### src/rtl/core/kps_mem.sv
// Pair store of the sorter: one write port and one read port, registered read data.
// Depends on nothing but its parameters.
module kps_mem #(
  parameter int unsigned DEPTH = 64,
  parameter int unsigned WIDTH = 64,
  parameter int unsigned AW    = 6
) (
  input  logic             clk,
  input  logic             wr_en,
  input  logic [AW-1:0]    wr_addr,
  input  logic [WIDTH-1:0] wr_data,
  input  logic             rd_en,
  input  logic [AW-1:0]    rd_addr,
  output logic [WIDTH-1:0] rd_data
);

  logic [WIDTH-1:0] mem [DEPTH];

  always_ff @(posedge clk) begin
    if (wr_en) begin
      mem[wr_addr] <= wr_data;
    end
  end

  // Read data holds until the next read, so a stalled output can pick it up later.
  always_ff @(posedge clk) begin
    if (rd_en) begin
      rd_data <= mem[rd_addr];
    end
  end

endmodule

### config.mk
export PLATFORM = sky130hd
export DESIGN_NAME = kps_mem
export DESIGN_NICKNAME = d
export VERILOG_FILES = /design/src/rtl/core/kps_mem.sv
export SDC_FILE = /design/constraint.sdc
export NUM_CORES = 2
export LEC_CHECK = 0
export ABC_AREA = 1
export ABC_CLOCK_PERIOD_IN_PS = 7800
export BUFFER_PORTS_ARGS = -buffer_cell sky130_fd_sc_hd__buf_2
export CAP_MARGIN = 20
export CORE_ASPECT_RATIO = 0.75
export CORE_UTILIZATION = 25
export CTS_CLUSTER_DIAMETER = 80
export DETAILED_ROUTE_END_ITERATION = 8
export HOLD_SLACK_MARGIN = 0.15
export PLACE_DENSITY = 0.41
export SLEW_MARGIN = 10
export SYNTH_ARGS = -nofsm -noshare
export SYNTH_HDL_FRONTEND = slang
export SYNTH_SLANG_ARGS = --single-unit
export TNS_END_PERCENT = 1
### constraint.sdc
create_clock -name clk -period 7.8 [get_ports clk]
set_input_delay 1.17 -clock clk [delete_from_list [all_inputs] [get_ports clk]]
set_output_delay 1.17 -clock clk [all_outputs]
set_load 0.02 [all_outputs]
# Yosys cells after proc, flatten, opt, wreduce, memory -nomap -nowiden
# Memories as Yosys holds them, arrays and structs flattened. A register that Yosys moved wholly into a read port is not among the register bits.
# Index checks and enable logic that the tools add are counted.
# Widths: inputs -> output; s select.
[op_classes] mux=2
[op_table] cell="$mux 1" count=2
[word_totals] reg_bits=0 elab_cells=3 ramBits=4096 mem_count=1
[mem_list] name="mem" words=64 width=64 rd=1 rd_clocked_by_memory_dff=1 wr=1 line_no="17" text="logic [WIDTH-1:0] mem [DEPTH];"

# Depth between registers and ports, before layout
[depth] word_depth=2 mapped_depth=13 mapped_depth_nobuf=9

# Worst setup path after synthesis
# OpenSTA, ideal clock, no wires.
[synth_path] path_kind="input port to flip-flop" from="input port wr_en" to="memory mem[48][0] (enable)" cell_stages=3 setup_slack_ps=-652 setup_time_ps=646 arrival_ps=7806 n_path_buf=1 cell_sequence="clkbuf_1 nand4_1 nor4_1"
[synth_via] elab_chain_cells=2
[synth_lines] item="start: declaration" line_no="9" text="input logic wr_en,"
[synth_lines] item="$mux 1" line_no="20" text="if (wr_en) begin"
[synth_lines] item="$mux 1 (not written as such)" line_no="21" text="mem[wr_addr] <= wr_data;"
[synth_lines] item="end: declaration" line_no="17"
# Every way passes these cells.

==> run_results.csv <==
group,metric,value,unit
run_status,run_status,"completed",
routing,antenna_violating_nets_post_route,0,
critical_path,timing.critical_path.arrival,4.66,ns
synthesis,seq_area_frac_synth,0.753,
routing,dr.first_iter.drc_count,12900,
layout,layout.core_utilization,0.288,
flow_run,drv_cap,0,
placed_design,dp.final_hpwl,318000,um
floorplanning,die_h,708,um
critical_path,worstSetupStartpointType,"input pin",
critical_path,critPathTopFamily,"buffers and inverters",
power,power.sequential.fraction,0.525,
critical_path,end_kind,"flip-flop",
layout,nNetsFinal,13500,
critical_path,r2r_slack,6.03,ns
placed_design,gp_routability_congestion,0.743,
critical_path,critical_path.cell_chain,"buf_8 -> inv_16 -> buf_12 -> nand3_1 -> nand3_1 -> nand3_1 -> nand3_1 -> nand2_1 -> nand2_1 -> nand2_1",
power,p_int,36.0,mW
clocking,clk_pin_slew,0.06,ns
min_path,holdCritPathClass,"input pin to flip-flop",
global_route,track_usage,0.187,
floorplanning,fp.dieW,943,um
synthesis,synth.ff_latch_count,4160,
global_route,grt_max_degree,181,
timing,max_frequency,264,MHz
routing,post_drt_via_cell_ratio,4.84,
synthesis,combinational_family_with_the_most_area_after_synthesis,"simple AND/OR/NAND/NOR gates",
power,netSwitchingPower,11.4,mW
clocking,cts.root.buffer_cell,"sky130_fd_sc_hd__clkbuf_16",
floorplanning,floorplan.die_area,0.667,sq mm
clocking,cts_hold_repair.buffers,0,
routing,wl_per_cell,28.5,um
global_route,grt_antenna_before_repair,72,
critical_path,max_incr_delay_on_cp,0.52,ns
power,leakagePower,64.6,nW
timing,skew,0.0402,ns
global_route,first_global_vias,102000,
power,powerDensity,249,mW/mm^2
floorplanning,core,0.660,sq mm
critical_path,critPathMostFrequentCell,"sky130_fd_sc_hd__nand3_1",
clocking,ctsHtreeMaxLevel,5,
power,clkPwrFrac,0.414,
min_path,hold_path_end,"mem[52][57]",
placed_design,dp_slack,3.15,ns
synthesis,synth_top_area_cell,"sky130_fd_sc_hd__edfxtp_1",
critical_path,cp.required,8.67,ns
synthesis,synth.top_cell.area_share,0.753,
global_route,global_route_wire_length_before_repair,885000,um
critical_path,critical_path.reg2reg.startpoint,"mem[43][14]",
clocking,tritoncts,"built",
synthesis,yosysWarnings,0,
synthesis,post_synth_xor_xnor_area,0,
timing,worst_slew_pin_slew,1.40,ns
synthesis,cells_after_synthesis,13400,
clocking,cts_max_path_buffers,4,
synthesis,synth.avg_cell_area,12.4,sq um
clocking,total_clock_buffers_created_by_cts,420,
clocking,post-cts-setup-buffer-count,0,
critical_path,cp_max_stage_cell,"sky130_fd_sc_hd__buf_8",
placed_design,placement.io_buffers,142,
critical_path,worstReg2RegEnd,"rd_data[14]",
layout,final_layout_size_suffix_gt1_frac,0.0806,
synthesis,synth_fa_ha_area_frac,0,
critical_path,r2r.worst_path.cells,8,
routing,drc,0,
placed_design,post_dp_cell_area,0.177,sq mm
global_route,grt.overflow.total,0,
routing,detail_route.first_pass.iterations,7,
synthesis,synth.top_cells.by_area,"sky130_fd_sc_hd__edfxtp_1, sky130_fd_sc_hd__nand3_1, sky130_fd_sc_hd__nand2_1",
routing,routed_wirelength,644000,um
synthesis,synth_compound_gate_area_share,0,
timing,count_of_endpoints_failing_setup_in_the_final_report,0,
synthesis,post_synth_and_or_nand_nor_area_fraction,0.218,
power,net_sw_frac,0.240,
timing,number_of_hold_violations_in_the_final_report,0,
layout,area_growth_syn_to_layout,14.7,%
critical_path,timing_worst_setup_path_type,"input pin to flip-flop",
clocking,clk-insertion-delay-late,1.02,ns
floorplanning,number_of_top_level_pins,143,
synthesis,synth_fp_nets,13500,
timing,postLayoutSetupSlackWorst,4.01,ns
synthesis,yosys-mux-area-fraction,0,
timing,unrepaired_setup_endpoints_after_global_routing,"false",
synthesis,mappedNetlistArea,0.166,sq mm
min_path,min_path_cells,1,
floorplanning,initial_utilization,0.252,
clocking,cts_num_sinks,4160,
timing,layout_min_cycle_time,3.79,ns
timing,final_max_tran_viols,0,
power,vdd_drop_max,192,uV
timing,worst_slew_margin_rel,0.0679,
timing,min_period_over_period,0.486,
routing,num_vias,110000,
critical_path,critPathMaxFanout,130,
min_path,holdCritStartpoint,"wr_data[57]",
power,pwr-share-comb,0.061,
synthesis,post_synth_num_cell_types,15,
layout,final_non_filler_cell_area,0.190,sq mm
floorplanning,placementRows,258,
timing,finalHoldWorstSlack,0.523,ns
clocking,cts_resizes,0,
critical_path,worstPathBufferInverterCount,3,
## power by group through the flow
stage,logic (mW),registers [mW],clock network (mW)
2_1_floorplan,1.53,25.4,0
3_3_place_gp,2.90,25.4,0
3_5_place_dp,2.90,25.4,0
4_1_cts,2.91,24.9,20.0
5_1_grt,3.16,24.9,20.8
6_report,2.90,24.9,19.6
## layout by cell type, fill, tap and decap left out
cell type	instances
sky130_fd_sc_hd__nand2_1	4416
sky130_fd_sc_hd__edfxtp_1	4160
sky130_fd_sc_hd__nand3_1	3847
sky130_fd_sc_hd__clkbuf_16	429
sky130_fd_sc_hd__buf_4	232
sky130_fd_sc_hd__buf_2	131
sky130_fd_sc_hd__clkinv_1	117
sky130_fd_sc_hd__buf_12	112
sky130_fd_sc_hd__clkbuf_1	92
sky130_fd_sc_hd__clkinv_2	90
sky130_fd_sc_hd__nor2_4	56
sky130_fd_sc_hd__diode_2	28
sky130_fd_sc_hd__bufinv_16	16
sky130_fd_sc_hd__nand4_1	9
sky130_fd_sc_hd__nor4_2	8
sky130_fd_sc_hd__inv_1	6
sky130_fd_sc_hd__inv_16	5
sky130_fd_sc_hd__inv_8	5
sky130_fd_sc_hd__inv_6	5
sky130_fd_sc_hd__clkinvlp_4	5
sky130_fd_sc_hd__clkinv_8	4
sky130_fd_sc_hd__buf_8	4
sky130_fd_sc_hd__clkinv_16	3
sky130_fd_sc_hd__buf_6	2
sky130_fd_sc_hd__clkinv_4	1
sky130_fd_sc_hd__buf_16	1
## logic make-up (layout without fill, tap and decap cells)
kind of cell           count (synthesis)  count (layout)
other                                  0              28
buffers and inverters                909            1260
DFF                                 4160            4160
and+or+nand+nor                     8336            8336
## flip-flops by register name, summed over array words and instances (netlist names)
signal and flops:
mem 4096, rd_data 64
## synthesized netlist by cell type, drive strengths merged
cell type     n
inv          12
nand3      3847
nor2         56
edfxtp     4160
nand2      4416
nand4         9
buf         750
nor4          8
clkbuf      147
## how the worst max path moves through the flow
stage                     start          end  cells past startpoint  slack [ns]
floorplan                 wr_en   mem[48][0]                      3       -0.65
global placement     wr_addr[0]   mem[22][7]                      6        3.18
detailed placement   wr_addr[0]   mem[22][7]                      6        3.15
CTS                 rd_data[47]  rd_data[47]                      1        4.20
global route         rd_addr[1]   rd_data[2]                     11        4.12
finish               rd_addr[1]  rd_data[38]                     10        4.01
## metrics by stage
| step | power [mW] | std cells | setup TNS (ns) |
|---|---|---|---|
| detailed placement | 28.3 | 21800 | 0 |
| floorplan | 26.9 | 13400 | -333.73 |
| global placement | 28.3 | 21800 | 0 |
| global route | 48.9 | 22600 | 0 |
| CTS | 47.8 | 22600 | 0 |
| finish | 47.4 | 22600 | 0 |
## cell type report
class | instances | area [sq um]
antenna | 28 | 70.1
clock buffer | 521 | 11100
clock inverter | 245 | 1690
fill | 67600 | 470000
inverter | 12 | 105
multi-input combinational | 8336 | 36600
sequential | 4160 | 125000
tap | 8840 | 11100
timing repair buffer | 482 | 4750
## per-layer routing
layer	vias up	wire length [um]	GRT usage
li1	48000	-	-
met3	731	41100	0.0255
met4	34	13500	0.0392
met1	57100	308000	0.285
met5	-	240	0
met2	3718	281000	0.281
Note: power is estimated with default switching activity, not from simulation.
